==> config.mk <==
export PLATFORM = sky130hd
export DESIGN_NAME = radix_integer_to_ascii_unit_flat
export DESIGN_NICKNAME = d
export VERILOG_FILES = /design/src/design/ritoa_pkg.sv /design/src/design/ritoa_if.sv /design/src/design/ritoa_divider.sv /design/src/design/ritoa_digit_buf.sv /design/src/design/radix_integer_to_ascii_unit.sv /design/src/flat_wrapper.sv
export SDC_FILE = /design/constraint.sdc
export NUM_CORES = 1
export LEC_CHECK = 0
export ABC_AREA = 1
export BUFFER_PORTS_ARGS = -buffer_cell sky130_fd_sc_hd__buf_2
export CAP_MARGIN = 20
export CORE_ASPECT_RATIO = 0.6
export CORE_UTILIZATION = 45
export DETAILED_ROUTE_END_ITERATION = 8
export GPL_TIMING_DRIVEN = 0
export HOLD_SLACK_MARGIN = 0.05
export SETUP_SLACK_MARGIN = 0.5
export SYNTH_ARGS = -nofsm -noshare
export SYNTH_HDL_FRONTEND = slang
export SYNTH_SLANG_ARGS = --single-unit
==> constraint.sdc <==
create_clock -name clk -period 5.9 [get_ports clk]
set_input_delay 0.59 -clock clk [delete_from_list [all_inputs] [get_ports clk]]
set_output_delay 0.59 -clock clk [all_outputs]
set_load 0.05 [all_outputs]
==> src/design/ritoa_pkg.sv <==
// Shared types, constants and helpers for the radix integer-to-ASCII unit.
// No dependencies; all files but the checker refer to it by scoped names.

package ritoa_pkg;

  // Field widths fixed by the item format
  localparam int ValueW = 64;
  localparam int BaseW  = 6;
  localparam int CharW  = 7;
  localparam int DigitW = 6;

  // Radix limits and ASCII anchors
  localparam logic [BaseW-1:0] RADIX_MIN  = 6'd2;
  localparam logic [BaseW-1:0] RADIX_MAX  = 6'd36;
  localparam logic [DigitW-1:0] DEC_TOP   = 6'd9;
  localparam logic [CharW-1:0] CHAR_ZERO  = 7'd48;
  localparam logic [CharW-1:0] CHAR_ALPHA = 7'd65;
  localparam logic [CharW-1:0] ALPHA_BASE = 7'd10;

  // Commands from the sequencer to the divider
  typedef struct packed {
    logic load;  // take a new dividend and radix, start dividing
    logic next;  // divide the quotient just produced once more
  } ritoa_div_ctrl_t;

  // Status from the divider back to the sequencer
  typedef struct packed {
    logic              done;       // one-cycle pulse: a division finished
    logic [DigitW-1:0] digit;      // remainder of the finished division
    logic              quot_zero;  // quotient of the finished division is zero
  } ritoa_div_stat_t;

  // Map a digit value to its ASCII code
  function automatic logic [CharW-1:0] ascii_of(input logic [DigitW-1:0] d);
    if (d <= DEC_TOP) begin
      return CHAR_ZERO + {1'b0, d};
    end
    return CHAR_ALPHA + {1'b0, d} - ALPHA_BASE;
  endfunction

endpackage

==> src/design/ritoa_if.sv <==
// Valid/ready channel interfaces for the radix integer-to-ASCII unit.
// Depends on ritoa_pkg for the field widths.

interface ritoa_in_if;
  logic                          valid;
  logic                          ready;
  logic [ritoa_pkg::ValueW-1:0]  value;
  logic                          is_signed;
  logic [ritoa_pkg::BaseW-1:0]   base;

  modport source (output valid, value, is_signed, base, input ready);
  modport sink   (input valid, value, is_signed, base, output ready);
endinterface

interface ritoa_out_if;
  logic                          valid;
  logic                          ready;
  logic [ritoa_pkg::CharW-1:0]   char_code;
  logic                          negative;
  logic                          last;

  modport source (output valid, char_code, negative, last, input ready);
  modport sink   (input valid, char_code, negative, last, output ready);
endinterface

==> src/design/ritoa_divider.sv <==
// Bit-serial restoring divider: one quotient bit per cycle, keeps its quotient
// so it can be divided again for the next digit. Depends on ritoa_pkg.

module ritoa_divider #(
  parameter int VALUE_BITS = 64
) (
  input  logic                          clk,
  input  logic                          rst,
  input  ritoa_pkg::ritoa_div_ctrl_t    ctrl,
  input  logic [VALUE_BITS-1:0]         dividend,
  input  logic [ritoa_pkg::BaseW-1:0]   radix,
  output ritoa_pkg::ritoa_div_stat_t    stat
);

  localparam int CntW = $clog2(VALUE_BITS);
  localparam logic [CntW-1:0] CntTop = CntW'(VALUE_BITS - 1);

  logic [VALUE_BITS-1:0]          quot;
  logic [ritoa_pkg::DigitW-1:0]   rem;
  logic [ritoa_pkg::BaseW-1:0]    radix_q;
  logic [CntW-1:0]                cnt;
  logic                           busy;
  logic                           done;

  logic [ritoa_pkg::DigitW:0]     partial;
  logic [ritoa_pkg::DigitW:0]     diff;
  logic                           ge;

  // Shift in the next dividend bit and trial-subtract the radix
  always_comb begin
    partial = {rem, quot[VALUE_BITS-1]};
    diff    = partial - {1'b0, radix_q};
    ge      = partial >= {1'b0, radix_q};
  end

  // Control: busy flag, bit counter, finish pulse
  always_ff @(posedge clk) begin
    if (rst) begin
      busy <= 1'b0;
      cnt  <= '0;
      done <= 1'b0;
    end else begin
      done <= busy && (cnt == '0);
      if (ctrl.load || ctrl.next) begin
        busy <= 1'b1;
        cnt  <= CntTop;
      end else if (busy) begin
        if (cnt == '0) begin
          busy <= 1'b0;
        end else begin
          cnt <= cnt - 1'b1;
        end
      end
    end
  end

  // Datapath: quotient shift register and narrow remainder
  always_ff @(posedge clk) begin
    if (ctrl.load) begin
      quot    <= dividend;
      radix_q <= radix;
      rem     <= '0;
    end else if (ctrl.next) begin
      rem <= '0;
    end else if (busy) begin
      quot <= {quot[VALUE_BITS-2:0], ge};
      rem  <= ge ? diff[ritoa_pkg::DigitW-1:0] : partial[ritoa_pkg::DigitW-1:0];
    end
  end

  assign stat.done      = done;
  assign stat.digit     = rem;
  assign stat.quot_zero = (quot == '0);

endmodule

==> src/design/ritoa_digit_buf.sv <==
// Digit store: one write port, one registered read port, ASCII mapping of
// the read digit. Depends on ritoa_pkg.

module ritoa_digit_buf #(
  parameter int MAX_DIGITS = 64
) (
  input  logic                              clk,
  input  logic                              wr_en,
  input  logic [$clog2(MAX_DIGITS)-1:0]     wr_addr,
  input  logic [ritoa_pkg::DigitW-1:0]      wr_digit,
  input  logic                              rd_en,
  input  logic [$clog2(MAX_DIGITS)-1:0]     rd_addr,
  output logic [ritoa_pkg::CharW-1:0]       char_code
);

  logic [ritoa_pkg::DigitW-1:0] mem [MAX_DIGITS];
  logic [ritoa_pkg::DigitW-1:0] rd_data;

  // Store remainders as they come out of the divider
  always_ff @(posedge clk) begin
    if (wr_en) begin
      mem[wr_addr] <= wr_digit;
    end
  end

  // Registered read, held between reads
  always_ff @(posedge clk) begin
    if (rd_en) begin
      rd_data <= mem[rd_addr];
    end
  end

  assign char_code = ritoa_pkg::ascii_of(rd_data);

endmodule

==> src/design/radix_integer_to_ascii_unit.sv <==
// Radix integer-to-ASCII unit. Takes one item (value, is_signed, base) at a
// time and returns its digits as ASCII beats, most significant first, with
// negative on every beat and last on the final digit. Base saturates to 2..36.
// Each digit is one full pass of the bit-serial divider, and each emitted digit
// is a memory read, then an output beat. The next item is accepted once the
// last beat of the current one is taken. Depends on ritoa_pkg, ritoa_if,
// ritoa_divider and ritoa_digit_buf.

module radix_integer_to_ascii_unit #(
  parameter int MAX_DIGITS = 64,
  parameter int VALUE_BITS = 64
) (
  input  logic              clk,
  input  logic              rst,
  ritoa_in_if.sink          req,
  ritoa_out_if.source       rsp
);

  localparam int AddrW = $clog2(MAX_DIGITS);
  localparam logic [AddrW-1:0] AddrTop = AddrW'(MAX_DIGITS - 1);

  localparam logic [1:0] S_IDLE = 2'd0;
  localparam logic [1:0] S_DIV  = 2'd1;
  localparam logic [1:0] S_RD   = 2'd2;
  localparam logic [1:0] S_OUT  = 2'd3;

  logic [1:0]       state;
  logic [1:0]       state_next;
  logic [AddrW-1:0] count;
  logic [AddrW-1:0] ptr;
  logic             neg;

  ritoa_pkg::ritoa_div_ctrl_t   div_ctrl;
  ritoa_pkg::ritoa_div_stat_t   div_stat;
  logic [VALUE_BITS-1:0]        raw;
  logic [VALUE_BITS-1:0]        magnitude;
  logic                         is_neg;
  logic [ritoa_pkg::BaseW-1:0]  radix;
  logic                         in_fire;
  logic                         out_fire;
  logic                         digit_done;
  logic                         conv_end;

  assign in_fire  = req.valid && req.ready;
  assign out_fire = rsp.valid && rsp.ready;

  // Take the magnitude and saturate the radix
  always_comb begin
    raw       = req.value[VALUE_BITS-1:0];
    is_neg    = req.is_signed && raw[VALUE_BITS-1];
    magnitude = is_neg ? (~raw + 1'b1) : raw;
    if (req.base < ritoa_pkg::RADIX_MIN) begin
      radix = ritoa_pkg::RADIX_MIN;
    end else if (req.base > ritoa_pkg::RADIX_MAX) begin
      radix = ritoa_pkg::RADIX_MAX;
    end else begin
      radix = req.base;
    end
  end

  // Sequence: divide until the quotient is zero or the store is full, then emit
  always_comb begin
    digit_done    = (state == S_DIV) && div_stat.done;
    conv_end      = div_stat.quot_zero || (count == AddrTop);
    div_ctrl.load = in_fire;
    div_ctrl.next = digit_done && !conv_end;
    state_next    = state;
    unique case (state)
      S_IDLE: if (in_fire) state_next = S_DIV;
      S_DIV:  if (digit_done && conv_end) state_next = S_RD;
      S_RD:   state_next = S_OUT;
      S_OUT: begin
        if (out_fire) begin
          state_next = (ptr == '0) ? S_IDLE : S_RD;
        end
      end
      default: state_next = S_IDLE;
    endcase
  end

  always_ff @(posedge clk) begin
    if (rst) begin
      state <= S_IDLE;
      count <= '0;
      ptr   <= '0;
      neg   <= 1'b0;
    end else begin
      state <= state_next;
      if (in_fire) begin
        count <= '0;
        neg   <= is_neg;
      end else if (digit_done) begin
        if (conv_end) begin
          ptr <= count;
        end else begin
          count <= count + 1'b1;
        end
      end else if (out_fire && (ptr != '0)) begin
        ptr <= ptr - 1'b1;
      end
    end
  end

  ritoa_divider #(
    .VALUE_BITS (VALUE_BITS)
  ) u_div (
    .clk      (clk),
    .rst      (rst),
    .ctrl     (div_ctrl),
    .dividend (magnitude),
    .radix    (radix),
    .stat     (div_stat)
  );

  ritoa_digit_buf #(
    .MAX_DIGITS (MAX_DIGITS)
  ) u_buf (
    .clk       (clk),
    .wr_en     (digit_done),
    .wr_addr   (count),
    .wr_digit  (div_stat.digit),
    .rd_en     (state == S_RD),
    .rd_addr   (ptr),
    .char_code (rsp.char_code)
  );

  // Handshake and beat flags
  assign req.ready    = (state == S_IDLE);
  assign rsp.valid    = (state == S_OUT);
  assign rsp.negative = neg;
  assign rsp.last     = (ptr == '0);

endmodule

==> src/flat_wrapper.sv <==
// flat-port wrapper written by rule: the top's interface ports become plain ports
module radix_integer_to_ascii_unit_flat 
#(
  parameter int MAX_DIGITS = 64,
  parameter int VALUE_BITS = 64
)
  (clk, rst, req_valid, req_value, req_is_signed, req_base, req_ready, rsp_valid, rsp_char_code, rsp_negative, rsp_last, rsp_ready);
  ritoa_in_if req_i ();
  ritoa_out_if rsp_i ();
  input  logic clk;
  input  logic rst;
  input wire logic [$bits(req_i.valid)-1:0] req_valid;
  input wire logic [$bits(req_i.value)-1:0] req_value;
  input wire logic [$bits(req_i.is_signed)-1:0] req_is_signed;
  input wire logic [$bits(req_i.base)-1:0] req_base;
  output wire logic [$bits(req_i.ready)-1:0] req_ready;
  output wire logic [$bits(rsp_i.valid)-1:0] rsp_valid;
  output wire logic [$bits(rsp_i.char_code)-1:0] rsp_char_code;
  output wire logic [$bits(rsp_i.negative)-1:0] rsp_negative;
  output wire logic [$bits(rsp_i.last)-1:0] rsp_last;
  input wire logic [$bits(rsp_i.ready)-1:0] rsp_ready;
  assign req_i.valid = req_valid;
  assign req_i.value = req_value;
  assign req_i.is_signed = req_is_signed;
  assign req_i.base = req_base;
  assign req_ready = req_i.ready;
  assign rsp_valid = rsp_i.valid;
  assign rsp_char_code = rsp_i.char_code;
  assign rsp_negative = rsp_i.negative;
  assign rsp_last = rsp_i.last;
  assign rsp_i.ready = rsp_ready;
  radix_integer_to_ascii_unit #(.MAX_DIGITS(MAX_DIGITS), .VALUE_BITS(VALUE_BITS)) u_core (.clk(clk), .rst(rst), .req(req_i), .rsp(rsp_i));
endmodule
==> flow_metrics.tcl <==
set metrics [dict create \
    core-area_mm2 0.0497 \
    die_h_um 176 \
    synth_flop_cell "edfxtp_1" \
    relSlewSlack_pct 34.0 \
    final_common_cell "nor2_1" \
    start_util_pct 45.9 \
    drv_cap 0 \
    final_util_pct 51.7 \
    syn_to_final_growth_pct 12.6 \
    grt_pass1_vias 16663 \
    hpwl_mm 53.6 \
    postSynth.asyncResetShare_pct 0 \
    synth_seq_cells 489 \
    clk_latency_ns 0.59 \
    timing.final.ws_setup_ns 2.45 \
    routed_via_density 5.81 \
    grt_pass1_wl_mm 108 \
    yosysSeqAreaShare_pct 63.2 \
    synthCells 2259 \
    post-route-drc-count 0 \
    synth_warnings 0 \
    fin_crit_sh_pct 58.5 \
    wire_per_inst_um 24.0 \
    diodes 0 \
    drive_gt1_share_pct 9.98 \
    antenna_found_initial 1 \
    cts_root_buf "clkbuf_16" \
    die_area_mm2 0.0516 \
    crit_type "register to register" \
    htreeDepth 2 \
    hold_path_class "input pin to register" \
    post_cts_buffers 0 \
    fp-row-count 63 \
    yosys.cell_types.count 38 \
    wl_mm 74.1 \
    synthesis.area_mm2 0.0228 \
    port_buffers 85 \
    syn_avg_cell_area_um2 10.1 \
    skew_ns 0.0382 \
    drt_first_pass_iters 6 \
    io_pins 86 \
    critPathMaxFanout 44 \
    place.gp.congestion 0.968 \
    layout_common_cells "nor2_1 (461), edfxtp_1 (460), nand2_1 (364)" \
    cts_tree "built" \
    crit_arrival_ns 3.71 \
    end_kind "register" \
    cp-start-kind "register" \
    syn_nets 2351 \
    p_leak_uw 0.00943 \
    setup_viol 0 \
    post_cts_resized 0 \
    ant_nets 0 \
    drtIter0Drc 2492 \
    synth_edf_count 460 \
    die_w_um 292 \
    fmax_ghz 0.290 \
    cts_buffers 46 \
    grt_max_degree 68 \
    nets 2490 \
    slew_viol_final 0 \
    ir_drop_mv 0.219 \
    finalHoldViolations 0 \
    overflow 0 \
    period_needed_ns 3.45 \
    clock_tree.buffer_depth 3 \
    clkTransAtPathRegs_ns 0.06 \
    numClockSinks 489 \
    p_per_area_mw_per_mm2 355 \
    post-place-ws_ns 2.58 \
    fin_setup_tns_ns 0 \
    vias 17919 \
    status "completed" \
    rsz0062_at_grt "false" \
    hold_buffers 0 \
    worstPathRequired_ns 6.16 \
    worst_pin_slew_ns 0.990 \
    grt_use_total_pct 28.7 \
]
[per-layer routing]
layer / share of wire, % / track usage (%) / vias up
li1: - / - / 8211
met1: 48 / 45.5 / 8754
met2: 38 / 37.4 / 868
met3: 13 / 9.94 / 86
met4: 1.3 / 4.97 / 0
met5: 0 / 0 / -
[cells by family after synthesis]
kind of cell,share of synthesized area [%]
mux,0.0439
fa+ha+maj,0.966
buf+inv,4.84
simple gates,18.6
xor+xnor,1.58
compound gates,10.8
flops,63.2
[cell type report]
type / count / area, um^2
Multi-Input combinational cell: 1519 / 7290
Timing Repair Buffer: 91 / 546
Tap cell: 650 / 813
Clock inverter: 26 / 220
Buffer: 109 / 567
Clock buffer: 58 / 1280
Sequential cell: 489 / 14400
Inverter: 142 / 536
Fill cell: 4514 / 24000
[report_power, final]
part           internal (uW)  leakage (uW)  switching, uW
sequential              4410       0.00452            318
combinational            393       0.00417            969
clock                   1670      0.000744           1340
[worst paths after layout]
check | start | end | slack, ns | depth (start not counted)
worst min-delay path | rst | u_core.u_div.done | 0.29 | 2
worst min register to register | u_core.rsp.negative | u_core.rsp.negative | 0.52 | 2
worst max-delay path | u_core.u_div.quot[63] | u_core.u_div.quot[7] | 2.45 | 11
worst max register to register | u_core.u_div.quot[63] | u_core.u_div.quot[7] | 2.45 | 11
[registers in the layout, summed over array words and instances, names as in the netlist]
register / cells
u_core.u_div.busy: 1
u_core.u_div.cnt: 6
u_core.u_div.quot: 64
u_core.state: 2
u_core.u_div.radix_q: 6
u_core.u_div.done: 1
u_core.u_buf.rd_data: 6
u_core.rsp.negative: 1
u_core.u_buf.mem: 384
u_core.u_div.rem: 6
u_core.count: 6
u_core.ptr: 6
[cells in the mapped netlist, types with 16 or more instances]
cell type  number  area [um^2]
nor2_1        461         1730
edfxtp_1      460        13800
nand2_1       364         1370
o21ai_0       246         1230
nand3_1       157          786
inv_1         135          507
o211ai_1       52          390
clkbuf_1       49          184
o221ai_1       47          412
buf_2          42          210
nand4_1        41          257
o21ai_1        35          175
xor2_1         34          298
dfxtp_1        29          581
a21oi_1        26          130
ha_1           16          200
[metrics by stage]
| stage | hold slack, ns | cells | total power, uW | area, um^2 |
|---|---|---|---|---|
| 4_1_cts | 0.262 | 3084 | 9140 | 25700 |
| 2_1_floorplan | 0.482 | 2259 | 5490 | 22800 |
| 5_1_grt | 0.289 | 3084 | 9450 | 25700 |
| 6_report | 0.285 | 3084 | 9110 | 25700 |
| 3_5_place_dp | 0.512 | 3000 | 6160 | 24200 |
| 3_3_place_gp | 0.497 | 2994 | 6090 | 24000 |
[worst max-delay path, stage by stage, from the launching register on]
cell	delay (ns)
edfxtp_1	0.49
nor2_1	0.48
nand2_1	0.12
nor2_1	0.12
nand2_1	0.10
nor2_1	0.40
nand2_1	0.16
nand3_1	0.16
buf_2	0.25
a21oi_1	0.10
inv_2	0.39
buf_12	0.30
(Power assumes the default switching activity.)
